--- src/sv/qtl_pkg.sv ---
package qtl_pkg;

	localparam int VALUE_WIDTH = 32;
	localparam int OUT_WIDTH   = 32;
	localparam int QDEPTH      = 4;
	localparam int QAW         = $clog2(QDEPTH);
	localparam int QCW         = $clog2(QDEPTH + 1);

	localparam logic [7:0] CH_AT   = 8'h40;
	localparam logic [7:0] CH_HASH = 8'h23;
	localparam logic [7:0] CH_DOLL = 8'h24;
	localparam logic [7:0] CH_SEMI = 8'h3B;
	localparam logic [7:0] CH_R    = 8'h52;
	localparam logic [7:0] CH_W    = 8'h57;
	localparam logic [7:0] CH_NL   = 8'h0A;
	localparam logic [4:0] HEX_BASE = 5'd16;

	typedef enum logic [1:0] {
		MODE_IDLE = 2'd0,
		MODE_AT   = 2'd1,
		MODE_NUM  = 2'd2
	} lex_mode_t;

	typedef enum logic [3:0] {
		TK_READ    = 4'd0,
		TK_WRITE   = 4'd1,
		TK_DESC    = 4'd2,
		TK_ATTR    = 4'd3,
		TK_NUMBER  = 4'd4,
		TK_LIST    = 4'd5,
		TK_SEMI    = 4'd6,
		TK_END     = 4'd7,
		TK_ERR     = 4'd8,
		TK_READERR = 4'd9
	} token_kind_t;

	typedef struct packed {
		logic                 ok;
		logic [3:0]           value;
	} hex_t;

	typedef struct packed {
		logic [1:0]           cnt;
		token_kind_t          kind0;
		token_kind_t          kind1;
		logic [OUT_WIDTH-1:0] value;
	} entry_t;

	function automatic hex_t hex_digit(input logic [7:0] c);
		hex_t h;
		logic [7:0] d;
		h = '0;
		d = '0;
		if (c inside {[8'h30:8'h39]}) begin
			d = c - 8'h30;
			h.ok = 1'b1;
		end else if (c inside {[8'h41:8'h46]}) begin
			d = c - 8'h41 + 8'(HEX_BASE) - 8'd6;
			h.ok = 1'b1;
		end else if (c inside {[8'h61:8'h66]}) begin
			d = c - 8'h61 + 8'(HEX_BASE) - 8'd6;
			h.ok = 1'b1;
		end
		h.value = d[3:0];
		return h;
	endfunction

	function automatic logic [OUT_WIDTH-1:0] to_out(input logic [VALUE_WIDTH-1:0] acc);
		logic [63:0] wide;
		wide = 64'(acc);
		return wide[OUT_WIDTH-1:0];
	endfunction

endpackage

--- src/sv/qtl_front.sv ---
module qtl_front (
	input  logic            clk,
	input  logic            arst_n,
	input  logic            char_valid,
	output logic            char_stall,
	input  logic [7:0]      char_code,
	input  logic            read_failed,
	input  logic            q_full,
	output logic            q_push,
	output qtl_pkg::entry_t q_entry
);
	import qtl_pkg::*;

	lex_mode_t              mode_q;
	logic [VALUE_WIDTH-1:0] acc_q;
	lex_mode_t              nxt_mode;
	logic [VALUE_WIDTH-1:0] nxt_acc;
	entry_t                 ent;
	hex_t                   hd;
	lex_mode_t              f_mode;
	logic                   f_has;
	token_kind_t            f_kind;
	logic                   accept;

	assign char_stall = q_full;
	assign accept     = char_valid && !char_stall;
	assign hd         = hex_digit(char_code);

	always_comb begin
		f_mode = MODE_IDLE;
		f_has  = 1'b1;
		f_kind = TK_ERR;
		if (hd.ok) begin
			f_mode = MODE_NUM;
			f_has  = 1'b0;
		end else begin
			case (char_code)
				CH_AT: begin
					f_mode = MODE_AT;
					f_has  = 1'b0;
				end
				CH_NL:   f_kind = TK_END;
				CH_HASH: f_kind = TK_DESC;
				CH_DOLL: f_kind = TK_ATTR;
				CH_SEMI: f_kind = TK_SEMI;
				default: f_kind = TK_ERR;
			endcase
		end
	end

	always_comb begin
		nxt_mode  = mode_q;
		nxt_acc   = acc_q;
		ent.cnt   = 2'd0;
		ent.kind0 = TK_ERR;
		ent.kind1 = TK_READERR;
		ent.value = '0;
		if (read_failed) begin
			nxt_mode = MODE_IDLE;
			case (mode_q)
				MODE_NUM: begin
					ent.cnt   = 2'd2;
					ent.kind0 = TK_NUMBER;
					ent.value = to_out(acc_q);
				end
				MODE_AT: begin
					ent.cnt   = 2'd2;
					ent.kind0 = TK_ERR;
				end
				default: begin
					ent.cnt   = 2'd1;
					ent.kind0 = TK_READERR;
				end
			endcase
		end else begin
			case (mode_q)
				MODE_AT: begin
					nxt_mode = MODE_IDLE;
					ent.cnt  = 2'd1;
					case (char_code)
						CH_R:    ent.kind0 = TK_READ;
						CH_W:    ent.kind0 = TK_WRITE;
						CH_AT:   ent.kind0 = TK_LIST;
						default: begin
							ent.kind0 = TK_ERR;
							ent.kind1 = f_kind;
							ent.cnt   = 2'd1 + {1'b0, f_has};
							nxt_mode  = f_mode;
							if (hd.ok) begin
								nxt_acc = VALUE_WIDTH'(hd.value);
							end
						end
					endcase
				end
				MODE_NUM: begin
					if (hd.ok) begin
						nxt_acc = {acc_q[VALUE_WIDTH-5:0], hd.value};
					end else begin
						ent.kind0 = TK_NUMBER;
						ent.value = to_out(acc_q);
						ent.kind1 = f_kind;
						ent.cnt   = 2'd1 + {1'b0, f_has};
						nxt_mode  = f_mode;
					end
				end
				default: begin
					ent.kind0 = f_kind;
					ent.cnt   = {1'b0, f_has};
					nxt_mode  = f_mode;
					if (hd.ok) begin
						nxt_acc = VALUE_WIDTH'(hd.value);
					end
				end
			endcase
		end
	end

	assign q_push  = accept && (ent.cnt != 2'd0);
	assign q_entry = ent;

	always_ff @(posedge clk or negedge arst_n) begin
		if (!arst_n) begin
			mode_q <= MODE_IDLE;
			acc_q  <= '0;
		end else if (accept) begin
			mode_q <= nxt_mode;
			acc_q  <= nxt_acc;
		end
	end

endmodule

--- src/sv/qtl_fifo.sv ---
module qtl_fifo (
	input  logic            clk,
	input  logic            arst_n,
	input  logic            push,
	input  qtl_pkg::entry_t wr_entry,
	output logic            full,
	input  logic            pop,
	output logic            nonempty,
	output qtl_pkg::entry_t rd_entry
);
	import qtl_pkg::*;

	entry_t         mem_q [QDEPTH];
	logic [QAW-1:0] wr_ptr_q;
	logic [QAW-1:0] rd_ptr_q;
	logic [QCW-1:0] count_q;
	logic           do_push;
	logic           do_pop;

	assign full     = (count_q == QCW'(QDEPTH));
	assign nonempty = (count_q != '0);
	assign do_push  = push && !full;
	assign do_pop   = pop && nonempty;
	assign rd_entry = mem_q[rd_ptr_q];

	always_ff @(posedge clk) begin
		if (do_push) begin
			mem_q[wr_ptr_q] <= wr_entry;
		end
	end

	always_ff @(posedge clk or negedge arst_n) begin
		if (!arst_n) begin
			wr_ptr_q <= '0;
			rd_ptr_q <= '0;
			count_q  <= '0;
		end else begin
			if (do_push) begin
				wr_ptr_q <= wr_ptr_q + QAW'(1);
			end
			if (do_pop) begin
				rd_ptr_q <= rd_ptr_q + QAW'(1);
			end
			case ({do_push, do_pop})
				2'b10:   count_q <= count_q + QCW'(1);
				2'b01:   count_q <= count_q - QCW'(1);
				default: count_q <= count_q;
			endcase
		end
	end

endmodule

--- src/sv/qtl_back.sv ---
module qtl_back (
	input  logic                          clk,
	input  logic                          arst_n,
	input  logic                          q_nonempty,
	input  qtl_pkg::entry_t               q_entry,
	output logic                          q_pop,
	output logic                          token_valid,
	input  logic                          token_stall,
	output logic [3:0]                    token_kind,
	output logic [qtl_pkg::OUT_WIDTH-1:0] number_value,
	output logic                          last_of_run
);
	import qtl_pkg::*;

	logic                 valid_q;
	logic                 phase_q;
	token_kind_t          kind_q;
	logic [OUT_WIDTH-1:0] value_q;
	logic                 last_q;
	logic                 load;
	logic                 second;

	assign load   = !valid_q || !token_stall;
	assign second = (q_entry.cnt == 2'd2) && !phase_q;
	assign q_pop  = load && q_nonempty && !second;

	always_ff @(posedge clk or negedge arst_n) begin
		if (!arst_n) begin
			valid_q <= 1'b0;
			phase_q <= 1'b0;
		end else if (load) begin
			valid_q <= q_nonempty;
			if (q_nonempty) begin
				phase_q <= second;
			end
		end
	end

	always_ff @(posedge clk) begin
		if (load && q_nonempty) begin
			if (phase_q) begin
				kind_q  <= q_entry.kind1;
				value_q <= '0;
			end else begin
				kind_q  <= q_entry.kind0;
				value_q <= q_entry.value;
			end
			last_q <= !second;
		end
	end

	assign token_valid  = valid_q;
	assign token_kind   = 4'(kind_q);
	assign number_value = value_q;
	assign last_of_run  = last_q;

endmodule

--- src/sv/query_token_lexer.sv ---
// Streaming query lexer: one character per transaction on the char channel, tokens out on the
// token channel. A character is taken every cycle while the four-entry token queue has room;
// the output side sends one token per cycle while token_stall is low, so a character that
// yields two tokens (a number or bad '@' closed by another token character, or a read failure
// after a number or '@') sends them in turn. Characters that yield no token (hex digits of a
// number, an opening '@') never enter the queue. number_value carries the hex run modulo 2^32
// on number tokens and is zero otherwise; last_of_run marks the final token of one character.
module query_token_lexer (
	input  logic        clk,
	input  logic        arst_n,
	input  logic        char_valid,
	output logic        char_stall,
	input  logic [7:0]  char_code,
	input  logic        read_failed,
	output logic        token_valid,
	input  logic        token_stall,
	output logic [3:0]  token_kind,
	output logic [31:0] number_value,
	output logic        last_of_run
);
	import qtl_pkg::*;

	logic   q_full;
	logic   q_push;
	logic   q_pop;
	logic   q_nonempty;
	entry_t wr_entry;
	entry_t rd_entry;

	qtl_front u_front (
		.clk        (clk),
		.arst_n     (arst_n),
		.char_valid (char_valid),
		.char_stall (char_stall),
		.char_code  (char_code),
		.read_failed(read_failed),
		.q_full     (q_full),
		.q_push     (q_push),
		.q_entry    (wr_entry)
	);

	qtl_fifo u_fifo (
		.clk     (clk),
		.arst_n  (arst_n),
		.push    (q_push),
		.wr_entry(wr_entry),
		.full    (q_full),
		.pop     (q_pop),
		.nonempty(q_nonempty),
		.rd_entry(rd_entry)
	);

	qtl_back u_back (
		.clk         (clk),
		.arst_n      (arst_n),
		.q_nonempty  (q_nonempty),
		.q_entry     (rd_entry),
		.q_pop       (q_pop),
		.token_valid (token_valid),
		.token_stall (token_stall),
		.token_kind  (token_kind),
		.number_value(number_value),
		.last_of_run (last_of_run)
	);

endmodule
--- config.mk ---
export PLATFORM = sky130hd
export DESIGN_NAME = query_token_lexer
export DESIGN_NICKNAME = d
export VERILOG_FILES = /design/src/sv/qtl_pkg.sv /design/src/sv/qtl_front.sv /design/src/sv/qtl_fifo.sv /design/src/sv/qtl_back.sv /design/src/sv/query_token_lexer.sv
export SDC_FILE = /design/constraint.sdc
export NUM_CORES = 1
export LEC_CHECK = 0
export BUFFER_PORTS_ARGS = -buffer_cell sky130_fd_sc_hd__buf_4
export CAP_MARGIN = 20
export CORE_AREA = 2 2 132 134
export CTS_CLUSTER_SIZE = 25
export DETAILED_ROUTE_END_ITERATION = 7
export DIE_AREA = 0 0 134 136
export PLACE_DENSITY = 0.79
export SLEW_MARGIN = 20
export SYNTH_ARGS = -nofsm -noshare
export SYNTH_HDL_FRONTEND = slang
export SYNTH_SLANG_ARGS = --single-unit
--- constraint.sdc ---
create_clock -name clk -period 5.2 [get_ports clk]
set_clock_uncertainty 0.1 [all_clocks]
set_input_delay 0.52 -clock clk [delete_from_list [all_inputs] [get_ports clk]]
set_output_delay 0.52 -clock clk [all_outputs]
set_load 0.01 [all_outputs]
==> results.yml <==
status:
  outcome: "finished, final reports clean"
synth:
  synth_fp_nets: 643
  ys.flop_type: "edfxtp_1"
  ys_ff_latch: 248
  synth_cell_type_count: 50
  seq_area_frac_synth: 0.713
  syn_area_sq_um: 10100
  syn_avg_cell_area_sq_um: 16.5
  netlist_instances: 616
  async_flop_share: 0.173
  synth_edf_count: 205
  yosys_warnings: 0
global_route:
  grt_max_degree: 49
  grt_usage: 0.201
  grt_pass1_wl_um: 28100
  grt_pass1_vias: 5442
  grt_overflow_total: 0
  grt_antenna_before_repair: 0
floorplan:
  num_rows: 48
  dieArea_sq_um: 18200
  fp.dieW_um: 134
  start_util: 0.601
  ios: 52
  core_area_sq_um: 16900
  die_h_um: 136
route:
  drt.antenna.violating_nets: 0
  num_vias: 5264
  drc: 0
  wire_per_inst_um: 19.6
  drtPass1Iterations: 4
  drt_iter0_drc: 427
  drt_wl_total_um: 17900
  via_per_inst: 5.78
cells_and_area:
  n_antenna_cell: 0
  syn_to_final_growth_pct: 12.9
  final_common_cell: "edfxtp_1"
  nFillCells: 1087
  final_cell_mix: "edfxtp_1 (205), nand2_1 (69), buf_4 (58)"
  layout-drive-gt1-share: 0.243
  final_cells: 911
  nets: 695
setup_path:
  end_kind: "register"
  timing.rr.start: "u_fifo.rd_ptr_q[0]"
  cpMostUsedCell: "xor2_1"
  critical_path_class: "register to register"
  cp-startpoint: "u_fifo.rd_ptr_q[0]"
  crit_required_ps: 5480
  cp.arrival_ps: 3400
  slowest_delay_ps: 630
  path_cells: "buf_4 > a221oi_1 > a211oi_1 > nor2b_1 > ha_1 > inv_1 > fa_1 > xor2_1 > nor2_1 > xor2_1"
  cp_max_fo: 35
  cp_slowest_cell: "buf_4"
  start_kind: "register"
clocking:
  clk_path_buf_depth: 3
  cts_tree: "yes"
  numClockSinks: 248
  cts-root-buf: "clkbuf_16"
  htree_levels: 1
  cts_buffers: 24
  clk_pin_slew_ps: 60
  post-cts-setup-buffers: 0
  clk_latency_ps: 510
timing:
  final-max-slew-violation-count: 0
  slew_headroom: 0.482
  fin_ws_ps: 2080
  rsz0062_at_grt: "false"
  min_period_ps: 3120
  hold_ws_ps: 139
  tns_ps: 0
  min_period_over_period: 0.600
  worstMarginPinSlew_ps: 771
  finalHoldViolCount: 0
  finalSetupViolCount: 0
  fmax_mhz: 320
place:
  port_buffers: 51
  hpwl_um: 10400
  placed_cells: 866
  place.gp.congestion: 0.922
  dpl_worst_slack_ps: 1270
min_path:
  min_from: "token_stall"
  hp-class: "primary input to register"
job:
  max-cap-violations: 0
power:
  finalPower_mw: 6.02
  powerDensity_nw_per_um2: 525
  p_leak_nw: 3.97
  peakVddDrop_mv: 0.399
## path summary, 6_finish.rpt
| check | end | slack [ps] | cells after the start |
|---|---|---|---|
| setup / recovery | u_fifo.count_q[2] | 2080 | 10 |
| max in group asynchronous | u_fifo.rd_ptr_q[0] | 4100 | 2 |
| hold / removal | u_back.token_valid | 140 | 3 |
| min in group asynchronous | u_back.token_valid | 460 | 2 |
| setup reg to reg | u_fifo.count_q[2] | 2080 | 10 |
| hold reg to reg | u_front.acc_q[30] | 370 | 2 |
## where the power goes
part / internal, mW / switching (mW) / total (mW)
combinational: 0.733 / 0.787 / 1.52
sequential: 2.74 / 0.163 / 2.91
clock: 0.909 / 0.685 / 1.59
## cells in the mapped netlist (all sizes together) (2+ instances only)
cell | instances | area share
a211oi | 3 | 0.0035
a21oi | 6 | 0.0033
a221oi | 2 | 0.0023
a22oi | 2 | 0.0015
and2 | 40 | 0.025
buf | 11 | 0.0090
clkbuf | 22 | 0.0081
dfrtp | 43 | 0.11
edfxtp | 205 | 0.61
ha | 13 | 0.016
inv | 15 | 0.0055
mux2 | 7 | 0.0078
mux2i | 3 | 0.0030
mux4 | 40 | 0.089
nand2 | 69 | 0.026
nand2b | 3 | 0.0018
nand3 | 5 | 0.0025
nor2 | 11 | 0.0041
nor2b | 38 | 0.023
nor3 | 5 | 0.0025
nor3b | 2 | 0.0015
nor4 | 2 | 0.0012
o21ai | 42 | 0.027
o41ai | 3 | 0.0026
or3b | 2 | 0.0020
xnor2 | 5 | 0.0043
xor2 | 3 | 0.0026
## area by class of cell
| cell class | count | area (sq um) | area share |
|---|---|---|---|
| inverter | 15 | 56.3 | 0.00492 |
| clock buffer | 35 | 683 | 0.0596 |
| clock inverter | 9 | 43.8 | 0.00382 |
| multi-input combinational | 320 | 2710 | 0.237 |
| sequential | 248 | 7230 | 0.632 |
| timing repair buffer | 59 | 445 | 0.0389 |
| tap | 225 | 282 | 0.0246 |
## registers in the layout, summed over array words and instances, names as in the netlist
register	cells
u_front.mode_q	2
u_fifo.wr_ptr_q	2
u_back.phase_q	1
u_back.token_valid	1
u_fifo.rd_ptr_q	2
u_back.last_of_run	1
u_fifo.mem_q	168
u_fifo.count_q	3
u_back.token_kind	4
u_front.acc_q	32
u_back.number_value	32
## logic make-up (layout without fill, tap and decap cells)
kind of cell | after synthesis | count (layout) | synth area share
AO/OA/AOI/OAI | 68 | 68 | 0.0488
multiplexers | 50 | 50 | 0.0995
AND/OR/NAND/NOR | 180 | 180 | 0.0914
flip-flops | 248 | 248 | 0.713
buffers and inverters | 48 | 118 | 0.0227
XOR/XNOR | 8 | 8 | 0.00691
adder cells (fa/ha/maj) | 14 | 14 | 0.0180
## per-stage QoR
stage | area (sq um) | util
detailed placement | 10700 | 0.635
floorplan | 10100 | -
CTS | 11400 | 0.678
global route | 11500 | 0.679
finish | 11500 | 0.679
global placement | 10700 | 0.635
## critical path, delay by kind of cell, from the launching register on
kind / cells / cell delay, ps
xor gates and xnor gates: 2 / 290
AOI/OAI and AO/OA: 2 / 600
DFF: 1 / 580
adders and majority gates: 2 / 450
and+or+nand+nor: 2 / 250
buffers and inverters: 2 / 700
## routing by layer
layer | vias to the layer above | share of wire | track usage
li1 | 2405 | - | -
met5 | - | 0 | 0
met2 | 131 | 0.50 | 0.341
met1 | 2700 | 0.44 | 0.277
met4 | 0 | 0.019 | 0.0585
met3 | 28 | 0.044 | 0.0295
## timing repair
item	4_1_cts	5_1_grt
hold endpoints to repair	43	0
gates resized for setup	0	0
hold buffers	1	0
Power figures use the tool's default switching activity.
